[src/sv/mrfr_pkg.sv]
// Package: shared types, codes and constants of the meter reply frame receiver.
package mrfr_pkg;

    localparam int ADDRESS_BYTES_DEFAULT = 7;

    localparam logic [7:0] START_BYTE         = 8'h68;
    localparam logic [7:0] DEVICE_BYTE        = 8'h10;
    localparam logic [7:0] CONTROL_BYTE       = 8'h81;
    localparam logic [7:0] DEFAULT_MAX_LENGTH = 8'h60;
    localparam logic [7:0] END_BYTE           = 8'h16;

    localparam int CFG_INDEX_W = 1;
    localparam logic [CFG_INDEX_W-1:0] REG_METER_ADDRESS = 1'b0;
    localparam logic [CFG_INDEX_W-1:0] REG_MAX_LENGTH    = 1'b1;

    typedef enum logic [7:0] {
        PH_START   = 8'b0000_0001,
        PH_DEVICE  = 8'b0000_0010,
        PH_ADDR    = 8'b0000_0100,
        PH_CONTROL = 8'b0000_1000,
        PH_LENGTH  = 8'b0001_0000,
        PH_DATA    = 8'b0010_0000,
        PH_CHECK   = 8'b0100_0000,
        PH_END     = 8'b1000_0000
    } phase_t;

    typedef enum logic [3:0] {
        ST_IN_PROGRESS  = 4'd0,
        ST_FRAME_OK     = 4'd1,
        ST_BAD_START    = 4'd2,
        ST_BAD_DEVICE   = 4'd3,
        ST_ADDR_MISMATCH = 4'd4,
        ST_BAD_CONTROL  = 4'd5,
        ST_BAD_LENGTH   = 4'd6,
        ST_BAD_CHECKSUM = 4'd7,
        ST_BAD_END      = 4'd8
    } status_t;

    typedef enum logic [2:0] {
        KIND_NONE    = 3'd0,
        KIND_ID_LOW  = 3'd1,
        KIND_ID_HIGH = 3'd2,
        KIND_SERIAL  = 3'd3,
        KIND_PAYLOAD = 3'd4
    } kind_t;

    typedef struct packed {
        status_t    status;
        kind_t      field_kind;
        logic [7:0] field_byte;
        logic [7:0] payload_index;
        logic [7:0] frame_len;
    } result_t;

endpackage

[src/sv/mrfr_ifs.sv]
// Interfaces: received byte channel and result channel.
interface mrfr_byte_if;
    logic       valid;
    logic       ready;
    logic [7:0] rx_byte;

    modport source (output valid, output rx_byte, input ready);
    modport sink   (input valid, input rx_byte, output ready);
endinterface

interface mrfr_result_if;
    logic       valid;
    logic       ready;
    logic [3:0] status;
    logic [2:0] field_kind;
    logic [7:0] field_byte;
    logic [7:0] payload_index;
    logic [7:0] frame_len;

    modport source (output valid, output status, output field_kind, output field_byte,
                    output payload_index, output frame_len, input ready);
    modport sink   (input valid, input status, input field_kind, input field_byte,
                    input payload_index, input frame_len, output ready);
endinterface

[src/sv/mrfr_cfg_regs.sv]
// Configuration registers: meter address and length limit.
module mrfr_cfg_regs #(
    parameter int ADDRESS_BYTES = mrfr_pkg::ADDRESS_BYTES_DEFAULT
) (
    input  logic                                clk,
    input  logic                                rst_n,
    input  logic                                cfg_we,
    input  logic [mrfr_pkg::CFG_INDEX_W-1:0]    cfg_index,
    input  logic [8*ADDRESS_BYTES-1:0]          cfg_data,
    output logic [8*ADDRESS_BYTES-1:0]          meter_address,
    output logic [7:0]                          max_length
);

    logic [8*ADDRESS_BYTES-1:0] meter_address_reg;
    logic [7:0]                 max_length_reg;

    always_ff @(posedge clk or negedge rst_n)
    begin
        if (!rst_n)
        begin
            meter_address_reg <= '0;
            max_length_reg    <= mrfr_pkg::DEFAULT_MAX_LENGTH;
        end
        else if (cfg_we)
        begin
            case (cfg_index)
                mrfr_pkg::REG_METER_ADDRESS: meter_address_reg <= cfg_data;
                mrfr_pkg::REG_MAX_LENGTH:    max_length_reg    <= cfg_data[7:0];
                default: ;
            endcase
        end
    end

    assign meter_address = meter_address_reg;
    assign max_length    = max_length_reg;

endmodule

[src/sv/mrfr_in_stage.sv]
// Input register: holds one received byte until the parser takes it.
module mrfr_in_stage (
    input  logic         clk,
    input  logic         rst_n,
    mrfr_byte_if.sink    rx,
    input  logic         advance,
    output logic         hold_valid,
    output logic [7:0]   hold_byte
);

    logic       valid_reg;
    logic       valid_next;
    logic [7:0] byte_reg;
    logic       take;

    assign rx.ready   = !valid_reg || advance;
    assign take       = rx.valid && rx.ready;
    assign valid_next = take ? 1'b1 : (advance ? 1'b0 : valid_reg);

    always_ff @(posedge clk or negedge rst_n)
    begin
        if (!rst_n)
        begin
            valid_reg <= 1'b0;
        end
        else
        begin
            valid_reg <= valid_next;
        end
    end

    always_ff @(posedge clk)
    begin
        if (take)
        begin
            byte_reg <= rx.rx_byte;
        end
    end

    assign hold_valid = valid_reg;
    assign hold_byte  = byte_reg;

endmodule

[src/sv/mrfr_parser.sv]
// Frame parser: phase, counter, checksum and length state plus per-byte decode.
module mrfr_parser #(
    parameter int ADDRESS_BYTES = mrfr_pkg::ADDRESS_BYTES_DEFAULT
) (
    input  logic                         clk,
    input  logic                         rst_n,
    input  logic                         step,
    input  logic [7:0]                   rx_byte,
    input  logic [8*ADDRESS_BYTES-1:0]   meter_address,
    input  logic [7:0]                   max_length,
    output mrfr_pkg::result_t            result
);

    localparam int IDX_W = (ADDRESS_BYTES > 1) ? $clog2(ADDRESS_BYTES) : 1;

    mrfr_pkg::phase_t  phase_reg, phase_next;
    logic [7:0]        count_reg, count_next;
    logic [7:0]        sum_reg, sum_next;
    logic [7:0]        len_reg, len_next;

    logic [7:0]        addr_bytes [ADDRESS_BYTES];
    logic [7:0]        count_dec;
    logic [7:0]        count_inc;
    logic [7:0]        sum_add;
    logic [IDX_W-1:0]  addr_idx;
    mrfr_pkg::status_t st;

    for (genvar g = 0; g < ADDRESS_BYTES; g++)
    begin : g_addr
        assign addr_bytes[g] = meter_address[8*g +: 8];
    end

    assign count_dec = count_reg - 8'd1;
    assign count_inc = count_reg + 8'd1;
    assign sum_add   = sum_reg + rx_byte;
    assign addr_idx  = count_dec[IDX_W-1:0];

    always_comb
    begin
        phase_next           = phase_reg;
        count_next           = count_reg;
        sum_next             = sum_reg;
        len_next             = len_reg;
        st                   = mrfr_pkg::ST_IN_PROGRESS;
        result.field_kind    = mrfr_pkg::KIND_NONE;
        result.field_byte    = 8'd0;
        result.payload_index = 8'd0;

        case (phase_reg)
            mrfr_pkg::PH_START:
            begin
                if (rx_byte != mrfr_pkg::START_BYTE)
                begin
                    st = mrfr_pkg::ST_BAD_START;
                end
                else
                begin
                    sum_next   = rx_byte;
                    len_next   = 8'd0;
                    count_next = 8'(ADDRESS_BYTES);
                    phase_next = mrfr_pkg::PH_DEVICE;
                end
            end
            mrfr_pkg::PH_DEVICE:
            begin
                if (rx_byte != mrfr_pkg::DEVICE_BYTE)
                begin
                    st = mrfr_pkg::ST_BAD_DEVICE;
                end
                else
                begin
                    sum_next   = sum_add;
                    phase_next = mrfr_pkg::PH_ADDR;
                end
            end
            mrfr_pkg::PH_ADDR:
            begin
                if (rx_byte != addr_bytes[addr_idx])
                begin
                    st = mrfr_pkg::ST_ADDR_MISMATCH;
                end
                else
                begin
                    sum_next   = sum_add;
                    count_next = count_dec;
                    if (count_dec == 8'd0)
                    begin
                        phase_next = mrfr_pkg::PH_CONTROL;
                    end
                end
            end
            mrfr_pkg::PH_CONTROL:
            begin
                if (rx_byte != mrfr_pkg::CONTROL_BYTE)
                begin
                    st = mrfr_pkg::ST_BAD_CONTROL;
                end
                else
                begin
                    sum_next   = sum_add;
                    phase_next = mrfr_pkg::PH_LENGTH;
                end
            end
            mrfr_pkg::PH_LENGTH:
            begin
                if (rx_byte == 8'd0 || rx_byte > max_length)
                begin
                    st = mrfr_pkg::ST_BAD_LENGTH;
                end
                else
                begin
                    sum_next   = sum_add;
                    len_next   = rx_byte;
                    count_next = 8'd0;
                    phase_next = mrfr_pkg::PH_DATA;
                end
            end
            mrfr_pkg::PH_DATA:
            begin
                sum_next          = sum_add;
                result.field_byte = rx_byte;
                if (count_reg < 8'd3)
                begin
                    result.field_kind = mrfr_pkg::kind_t'(3'(count_reg[1:0]) + 3'd1);
                end
                else
                begin
                    result.field_kind    = mrfr_pkg::KIND_PAYLOAD;
                    result.payload_index = count_reg - 8'd3;
                end
                count_next = count_inc;
                if (count_inc == len_reg)
                begin
                    phase_next = mrfr_pkg::PH_CHECK;
                end
            end
            mrfr_pkg::PH_CHECK:
            begin
                if (rx_byte != sum_reg)
                begin
                    st = mrfr_pkg::ST_BAD_CHECKSUM;
                end
                else
                begin
                    phase_next = mrfr_pkg::PH_END;
                end
            end
            mrfr_pkg::PH_END:
            begin
                st = (rx_byte != mrfr_pkg::END_BYTE) ? mrfr_pkg::ST_BAD_END
                                                      : mrfr_pkg::ST_FRAME_OK;
            end
            default:
            begin
                phase_next = mrfr_pkg::PH_START;
            end
        endcase

        // length reported is the one in force for this beat, before any clear
        result.status    = st;
        result.frame_len = len_next;

        if (st != mrfr_pkg::ST_IN_PROGRESS)
        begin
            phase_next = mrfr_pkg::PH_START;
            count_next = 8'd0;
            sum_next   = 8'd0;
            len_next   = 8'd0;
        end
    end

    always_ff @(posedge clk or negedge rst_n)
    begin
        if (!rst_n)
        begin
            phase_reg <= mrfr_pkg::PH_START;
            count_reg <= 8'd0;
            sum_reg   <= 8'd0;
            len_reg   <= 8'd0;
        end
        else if (step)
        begin
            phase_reg <= phase_next;
            count_reg <= count_next;
            sum_reg   <= sum_next;
            len_reg   <= len_next;
        end
    end

endmodule

[src/sv/mrfr_out_stage.sv]
// Result register: holds one result beat until the sink takes it.
module mrfr_out_stage (
    input  logic              clk,
    input  logic              rst_n,
    input  logic              load,
    input  mrfr_pkg::result_t result_next,
    output logic              free,
    mrfr_result_if.source     res
);

    logic              valid_reg;
    logic              valid_next;
    mrfr_pkg::result_t result_reg;

    assign free       = !valid_reg || res.ready;
    assign valid_next = load ? 1'b1 : (res.ready ? 1'b0 : valid_reg);

    always_ff @(posedge clk or negedge rst_n)
    begin
        if (!rst_n)
        begin
            valid_reg <= 1'b0;
        end
        else
        begin
            valid_reg <= valid_next;
        end
    end

    always_ff @(posedge clk)
    begin
        if (load)
        begin
            result_reg <= result_next;
        end
    end

    assign res.valid         = valid_reg;
    assign res.status        = result_reg.status;
    assign res.field_kind    = result_reg.field_kind;
    assign res.field_byte    = result_reg.field_byte;
    assign res.payload_index = result_reg.payload_index;
    assign res.frame_len     = result_reg.frame_len;

endmodule

[src/sv/meter_reply_frame_receiver_top.sv]
// Top level: meter reply frame receiver, one result beat per received byte.
// A byte in the input register is decoded by the parser, and its result beat is registered in the result register.
// Throughput: one byte per cycle while the result sink keeps taking beats; set by the single
//   parser step between the input register and the result register.
// Reset (rst_n low, async): parser hunts for a start byte, all counters and the
//   checksum clear, both stages empty, meter_address = 0, max_length = 0x60.
module meter_reply_frame_receiver_top #(
    parameter int ADDRESS_BYTES = mrfr_pkg::ADDRESS_BYTES_DEFAULT
) (
    input  logic                              clk,
    input  logic                              rst_n,
    mrfr_byte_if.sink                         rx,
    mrfr_result_if.source                     res,
    input  logic                              cfg_we,
    input  logic [mrfr_pkg::CFG_INDEX_W-1:0]  cfg_index,
    input  logic [8*ADDRESS_BYTES-1:0]        cfg_data
);

    // Pipeline:
    //   rx beat -> input register -> parser (state update) -> result register -> res beat
    // The parser steps whenever the input register holds a byte and the result
    // register is empty or being drained the same cycle; the input register in
    // turn refills in that same cycle, so bytes stream with no bubbles.

    logic [8*ADDRESS_BYTES-1:0] meter_address;
    logic [7:0]                 max_length;
    logic                       hold_valid;
    logic [7:0]                 hold_byte;
    logic                       out_free;
    logic                       advance;
    mrfr_pkg::result_t          parse_result;

    assign advance = hold_valid && out_free;

    mrfr_cfg_regs #(
        .ADDRESS_BYTES (ADDRESS_BYTES)
    ) u_cfg (
        .clk           (clk),
        .rst_n         (rst_n),
        .cfg_we        (cfg_we),
        .cfg_index     (cfg_index),
        .cfg_data      (cfg_data),
        .meter_address (meter_address),
        .max_length    (max_length)
    );

    mrfr_in_stage u_in (
        .clk        (clk),
        .rst_n      (rst_n),
        .rx         (rx),
        .advance    (advance),
        .hold_valid (hold_valid),
        .hold_byte  (hold_byte)
    );

    // Parser state (phase, address/data counter, checksum, length) moves only
    // on a step, so a stalled result side freezes the frame in place.
    mrfr_parser #(
        .ADDRESS_BYTES (ADDRESS_BYTES)
    ) u_parser (
        .clk           (clk),
        .rst_n         (rst_n),
        .step          (advance),
        .rx_byte       (hold_byte),
        .meter_address (meter_address),
        .max_length    (max_length),
        .result        (parse_result)
    );

    mrfr_out_stage u_out (
        .clk         (clk),
        .rst_n       (rst_n),
        .load        (advance),
        .result_next (parse_result),
        .free        (out_free),
        .res         (res)
    );

    // A data field is only ever reported while the frame is still in progress.
    a_field_in_progress: assert property (@(posedge clk) disable iff (!rst_n)
        res.valid && res.field_kind != mrfr_pkg::KIND_NONE
        |-> res.status == mrfr_pkg::ST_IN_PROGRESS)
        else $error("data field reported with a final status");

    // A data field implies an accepted, nonzero length.
    a_field_has_length: assert property (@(posedge clk) disable iff (!rst_n)
        res.valid && res.field_kind != mrfr_pkg::KIND_NONE
        |-> res.frame_len != 8'd0)
        else $error("data field without an accepted length");

    // Payload position stays inside the declared length.
    a_payload_bound: assert property (@(posedge clk) disable iff (!rst_n)
        res.valid && res.field_kind == mrfr_pkg::KIND_PAYLOAD
        |-> res.payload_index < res.frame_len)
        else $error("payload index beyond frame length");

    // The parser never steps on an empty input register.
    a_step_needs_byte: assert property (@(posedge clk) disable iff (!rst_n)
        advance |-> hold_valid && out_free)
        else $error("parser stepped without a held byte");

endmodule
[src/flat_wrapper.sv]
// flat-port wrapper written by rule: the top's interface ports become plain ports
module meter_reply_frame_receiver_top_flat 
#(
    parameter int ADDRESS_BYTES = mrfr_pkg::ADDRESS_BYTES_DEFAULT
)
  (clk, rst_n, cfg_we, cfg_index, cfg_data, rx_valid, rx_rx_byte, rx_ready, res_valid, res_status, res_field_kind, res_field_byte, res_payload_index, res_frame_len, res_ready);
  mrfr_byte_if rx_i ();
  mrfr_result_if res_i ();
  input  logic clk;
  input  logic rst_n;
  input  logic cfg_we;
  input  logic [mrfr_pkg::CFG_INDEX_W-1:0] cfg_index;
  input  logic [8*ADDRESS_BYTES-1:0] cfg_data;
  input wire logic [$bits(rx_i.valid)-1:0] rx_valid;
  input wire logic [$bits(rx_i.rx_byte)-1:0] rx_rx_byte;
  output wire logic [$bits(rx_i.ready)-1:0] rx_ready;
  output wire logic [$bits(res_i.valid)-1:0] res_valid;
  output wire logic [$bits(res_i.status)-1:0] res_status;
  output wire logic [$bits(res_i.field_kind)-1:0] res_field_kind;
  output wire logic [$bits(res_i.field_byte)-1:0] res_field_byte;
  output wire logic [$bits(res_i.payload_index)-1:0] res_payload_index;
  output wire logic [$bits(res_i.frame_len)-1:0] res_frame_len;
  input wire logic [$bits(res_i.ready)-1:0] res_ready;
  assign rx_i.valid = rx_valid;
  assign rx_i.rx_byte = rx_rx_byte;
  assign rx_ready = rx_i.ready;
  assign res_valid = res_i.valid;
  assign res_status = res_i.status;
  assign res_field_kind = res_i.field_kind;
  assign res_field_byte = res_i.field_byte;
  assign res_payload_index = res_i.payload_index;
  assign res_frame_len = res_i.frame_len;
  assign res_i.ready = res_ready;
  meter_reply_frame_receiver_top #(.ADDRESS_BYTES(ADDRESS_BYTES)) u_core (.clk(clk), .rst_n(rst_n), .rx(rx_i), .res(res_i), .cfg_we(cfg_we), .cfg_index(cfg_index), .cfg_data(cfg_data));
endmodule
[config.mk]
export PLATFORM = sky130hd
export DESIGN_NAME = meter_reply_frame_receiver_top_flat
export DESIGN_NICKNAME = d
export VERILOG_FILES = /design/src/sv/mrfr_pkg.sv /design/src/sv/mrfr_ifs.sv /design/src/sv/mrfr_cfg_regs.sv /design/src/sv/mrfr_in_stage.sv /design/src/sv/mrfr_parser.sv /design/src/sv/mrfr_out_stage.sv /design/src/sv/meter_reply_frame_receiver_top.sv /design/src/flat_wrapper.sv
export SDC_FILE = /design/constraint.sdc
export NUM_CORES = 1
export LEC_CHECK = 0
export BUFFER_PORTS_ARGS = -buffer_cell sky130_fd_sc_hd__buf_4
export CORE_ASPECT_RATIO = 1.4
export CORE_MARGIN = 10
export CORE_UTILIZATION = 58
export DETAILED_ROUTE_END_ITERATION = 10
export GPL_TIMING_DRIVEN = 0
export PLACE_DENSITY = 0.8
export SKIP_LAST_GASP = 1
export SLEW_MARGIN = 20
export SYNTH_ARGS = -nofsm -noshare
export SYNTH_HDL_FRONTEND = slang
export SYNTH_HIERARCHICAL = 1
export SYNTH_SLANG_ARGS = --single-unit
[constraint.sdc]
create_clock -name clk -period 5.3 [get_ports clk]
set_input_delay 1.59 -clock clk [delete_from_list [all_inputs] [get_ports clk]]
set_output_delay 1.59 -clock clk [all_outputs]
set_load 0.05 [all_outputs]
==> flow_summary.yaml <==
sta:
  setup_violations: 0
  slew_viol_final: 0
  finClkSkew_ns: 0.01272
  finalCritPeriodShare_pct: 89.94
  fin_setup_tns_ns: 0
  hold_violations: 0
  rsz0062_at_grt: "false"
  max_slew_margin_pct: 40.97
  holdWs_ns: 0.4991
  clock.fmax_mhz: 209.8
  fin_crit_ns: 4.767
  worstMarginPinSlew_ns: 0.8854
floorplan:
  core_area_sq_mm: 0.01275
  die_h_um: 154.4
  die_x_um: 116.0
  initial_core_util_pct: 58.70
  num_rows: 49
  dieArea_sq_mm: 0.01792
  io-pin-count: 103
global_route:
  overflow: 0
  grt_pass1_wl_mm: 29.95
  grt_usage_pct: 21.33
  grt_pass1_vias: 5651
  antenna_found_initial: 0
  grt_max_degree: 99
synthesis:
  synth-edff-count: 39
  yosys.area.top_type: "dfrtp_1"
  ys_seq_elements: 137
  postSynthCellCount: 613
  yosysSeqAreaShare_pct: 48.45
  synthesis.nets: 702
  synth_cell_types: 75
  synthTopCellsByArea: "dfrtp_1 32%, edfxtp_1 16%, mux2_4 8.0%"
  syn_area_sq_mm: 0.007486
  avgSynthCellArea_sq_um: 12.21
  yosysMostFrequentCell: "dfrtp_1"
  yosys.area.top_type_share_pct: 31.76
  synthFlopType: "dfrtp_1"
  yosysWarnings: 6
  synthArstFlopShare_pct: 71.53
  synth_common_cells: "95 x dfrtp_1, 40 x mux2_4, 39 x edfxtp_1"
worst_setup_path:
  crit_path_end_kind: "flop"
  critPathTopFamily: "buffers and inverters"
  required_ns: 5.60
  crit_fanout: 10
  crit_buf_inv: 6
  path_class: "flop to flop"
  path_cells: "buf_4, buf_1, clkbuf_1, inv_1, ha_1, buf_2, mux4_2, xnor2_1, nor4_2, a21oi_1, or2_1, buf_6, o21ai_4, mux2_1"
  cpMaxStageDelayCell: "mux4_2"
  cp-start-kind: "flop"
  cp.arrival_ns: 5.06
  slowest_delay_ns: 0.59
finish:
  fin_nets: 823
  final_area_sq_mm: 0.009057
  area_growth_pct: 20.99
  post-route-util_pct: 71.03
  n_antenna_cell: 0
  drive_above_1_share_pct: 31.19
  fillers: 923
  largest_reg_flops: 56
drt:
  routedWlPerCell_um: 21.09
  drt-initial-drc-count: 328
  drtPass1Iterations: 5
  num_vias: 5424
  routed_via_density: 6.027
  drc: 0
  wl_mm: 18.98
  ant_nets: 0
clock_tree:
  root_buffer: "clkbuf_16"
  postCtsSetupRepairBufs: 0
  clk_latency_ns: 0.42
  ctsResizeCount: 0
  cts_made_buffers: 17
  cts.sink_count: 137
  clockBufferDepth: 2
  cts_hold_buf: 0
  clkTransAtPathRegs_ns: 0.06
  tritoncts: "yes"
  cts_max_level: 4
place:
  dp.final_hpwl_mm: 13.78
  dpl_cell_area_sq_mm: 0.008448
  numPortBuffers: 102
  gp_congestion: 0.9590
power_and_ir_drop:
  p_per_area_mw_per_mm2: 450.6
  vdd_drop_max_uv: 265.8
  p_sw_share_pct: 35.00
  switchingPower_mw: 1.428
  seq_power_share_pct: 33.2
  combPwrFrac_pct: 37.5
  leakagePower_nw: 4.049
  pwr-share-clk_pct: 29.4
  cell_internal_pwr_mw: 2.653
run_status:
  status: "finished, final reports clean"
job:
  drv_cap: 0
min_path:
  hold_class: "flop to flop"
-- per-layer routing --
metal | global-route usage [%] | part of all wire [%] | vias up
met1 | 25.06 | 39 | 2668
met3 | 4.878 | 6.3 | 26
met4 | 8.010 | 2.0 | 0
li1 | - | - | 2514
met5 | 0 | 0 | -
met2 | 36.73 | 52 | 216
-- power by group through the flow --
stage	clock network (mW)	registers, mW	logic, mW
6_report	1.20	1.35	1.53
5_1_grt	1.26	1.37	1.63
4_1_cts	1.21	1.35	1.52
3_5_place_dp	0	1.37	1.50
3_3_place_gp	0	1.36	1.47
2_1_floorplan	0	1.45	1.04
-- path summary, 6_finish.rpt --
check	start	end	slack, ns	cells after the start
max in group asynchronous	rst_n	u_core/u_cfg/max_length[2]	3.43	1
worst max-delay path	u_core/u_parser/count_reg[0]	u_core/u_parser/phase_reg[6]	0.53	14
min in group asynchronous	rst_n	u_core/u_cfg/meter_address[38]	1.27	1
worst min-delay path	u_core/u_parser/sum_reg[2]	u_core/u_parser/sum_reg[2]	0.50	1
worst min register to register	u_core/u_parser/sum_reg[2]	u_core/u_parser/sum_reg[2]	0.50	1
worst max register to register	u_core/u_parser/count_reg[0]	u_core/u_parser/phase_reg[6]	0.53	14
-- cells in the final DEF (no fill, tap or decap), types with 3 or more instances in the layout --
cell type,instances
inv_1,18
mux2_2,24
o21ai_0,18
nand4_1,6
dfrtp_1,95
and3_1,10
o2bb2ai_1,12
dfstp_2,3
buf_1,3
mux2i_1,28
o211ai_1,3
nand3_1,11
mux4_1,4
nand4b_1,4
buf_6,7
clkbuf_16,19
nor3_1,14
xnor2_1,25
a21oi_1,23
mux2_4,40
ha_1,18
edfxtp_1,39
o31ai_1,3
buf_2,4
clkbuf_1,18
a21o_1,4
and2_1,7
or3_1,7
a22o_1,17
mux4_2,4
nand2_1,33
clkinv_4,3
nor2b_1,5
nor4_1,4
nor2_1,38
inv_6,3
xor2_1,10
buf_4,104
-- per-stage QoR --
stage / instances / worst slack, ns / power [mW]
2_1_floorplan: 613 / 0.7611 / 2.486
3_3_place_gp: 868 / 0.3552 / 2.830
3_5_place_dp: 868 / 0.6540 / 2.871
4_1_cts: 900 / 0.5790 / 4.085
5_1_grt: 900 / 0.2051 / 4.266
6_report: 900 / 0.5333 / 4.081
-- area by class of cell --
cell class	instances	area, sq um	area share [%]
buffer	34	188.9	2.086
clock buffer	21	503.0	5.553
clock inverter	11	106.4	1.174
inverter	18	67.56	0.7460
multi-input combinational	424	3603	39.78
sequential	137	3627	40.05
tap	153	191.4	2.114
timing repair buffer	102	769.5	8.496
-- logic make-up (layout without fill, tap and decap cells) --
logic type / Yosys count / count (layout) / share of synthesized area [%]
multiplexers: 101 / 101 / 18.13
XOR/XNOR: 37 / 37 / 4.630
buffers and inverters: 52 / 186 / 3.426
AND/OR/NAND/NOR: 164 / 164 / 12.08
flip-flops: 137 / 137 / 48.45
AO/OA/AOI/OAI: 103 / 103 / 9.995
adder cells (fa/ha/maj): 19 / 19 / 3.276
Note: power is estimated with default switching activity, not from simulation.
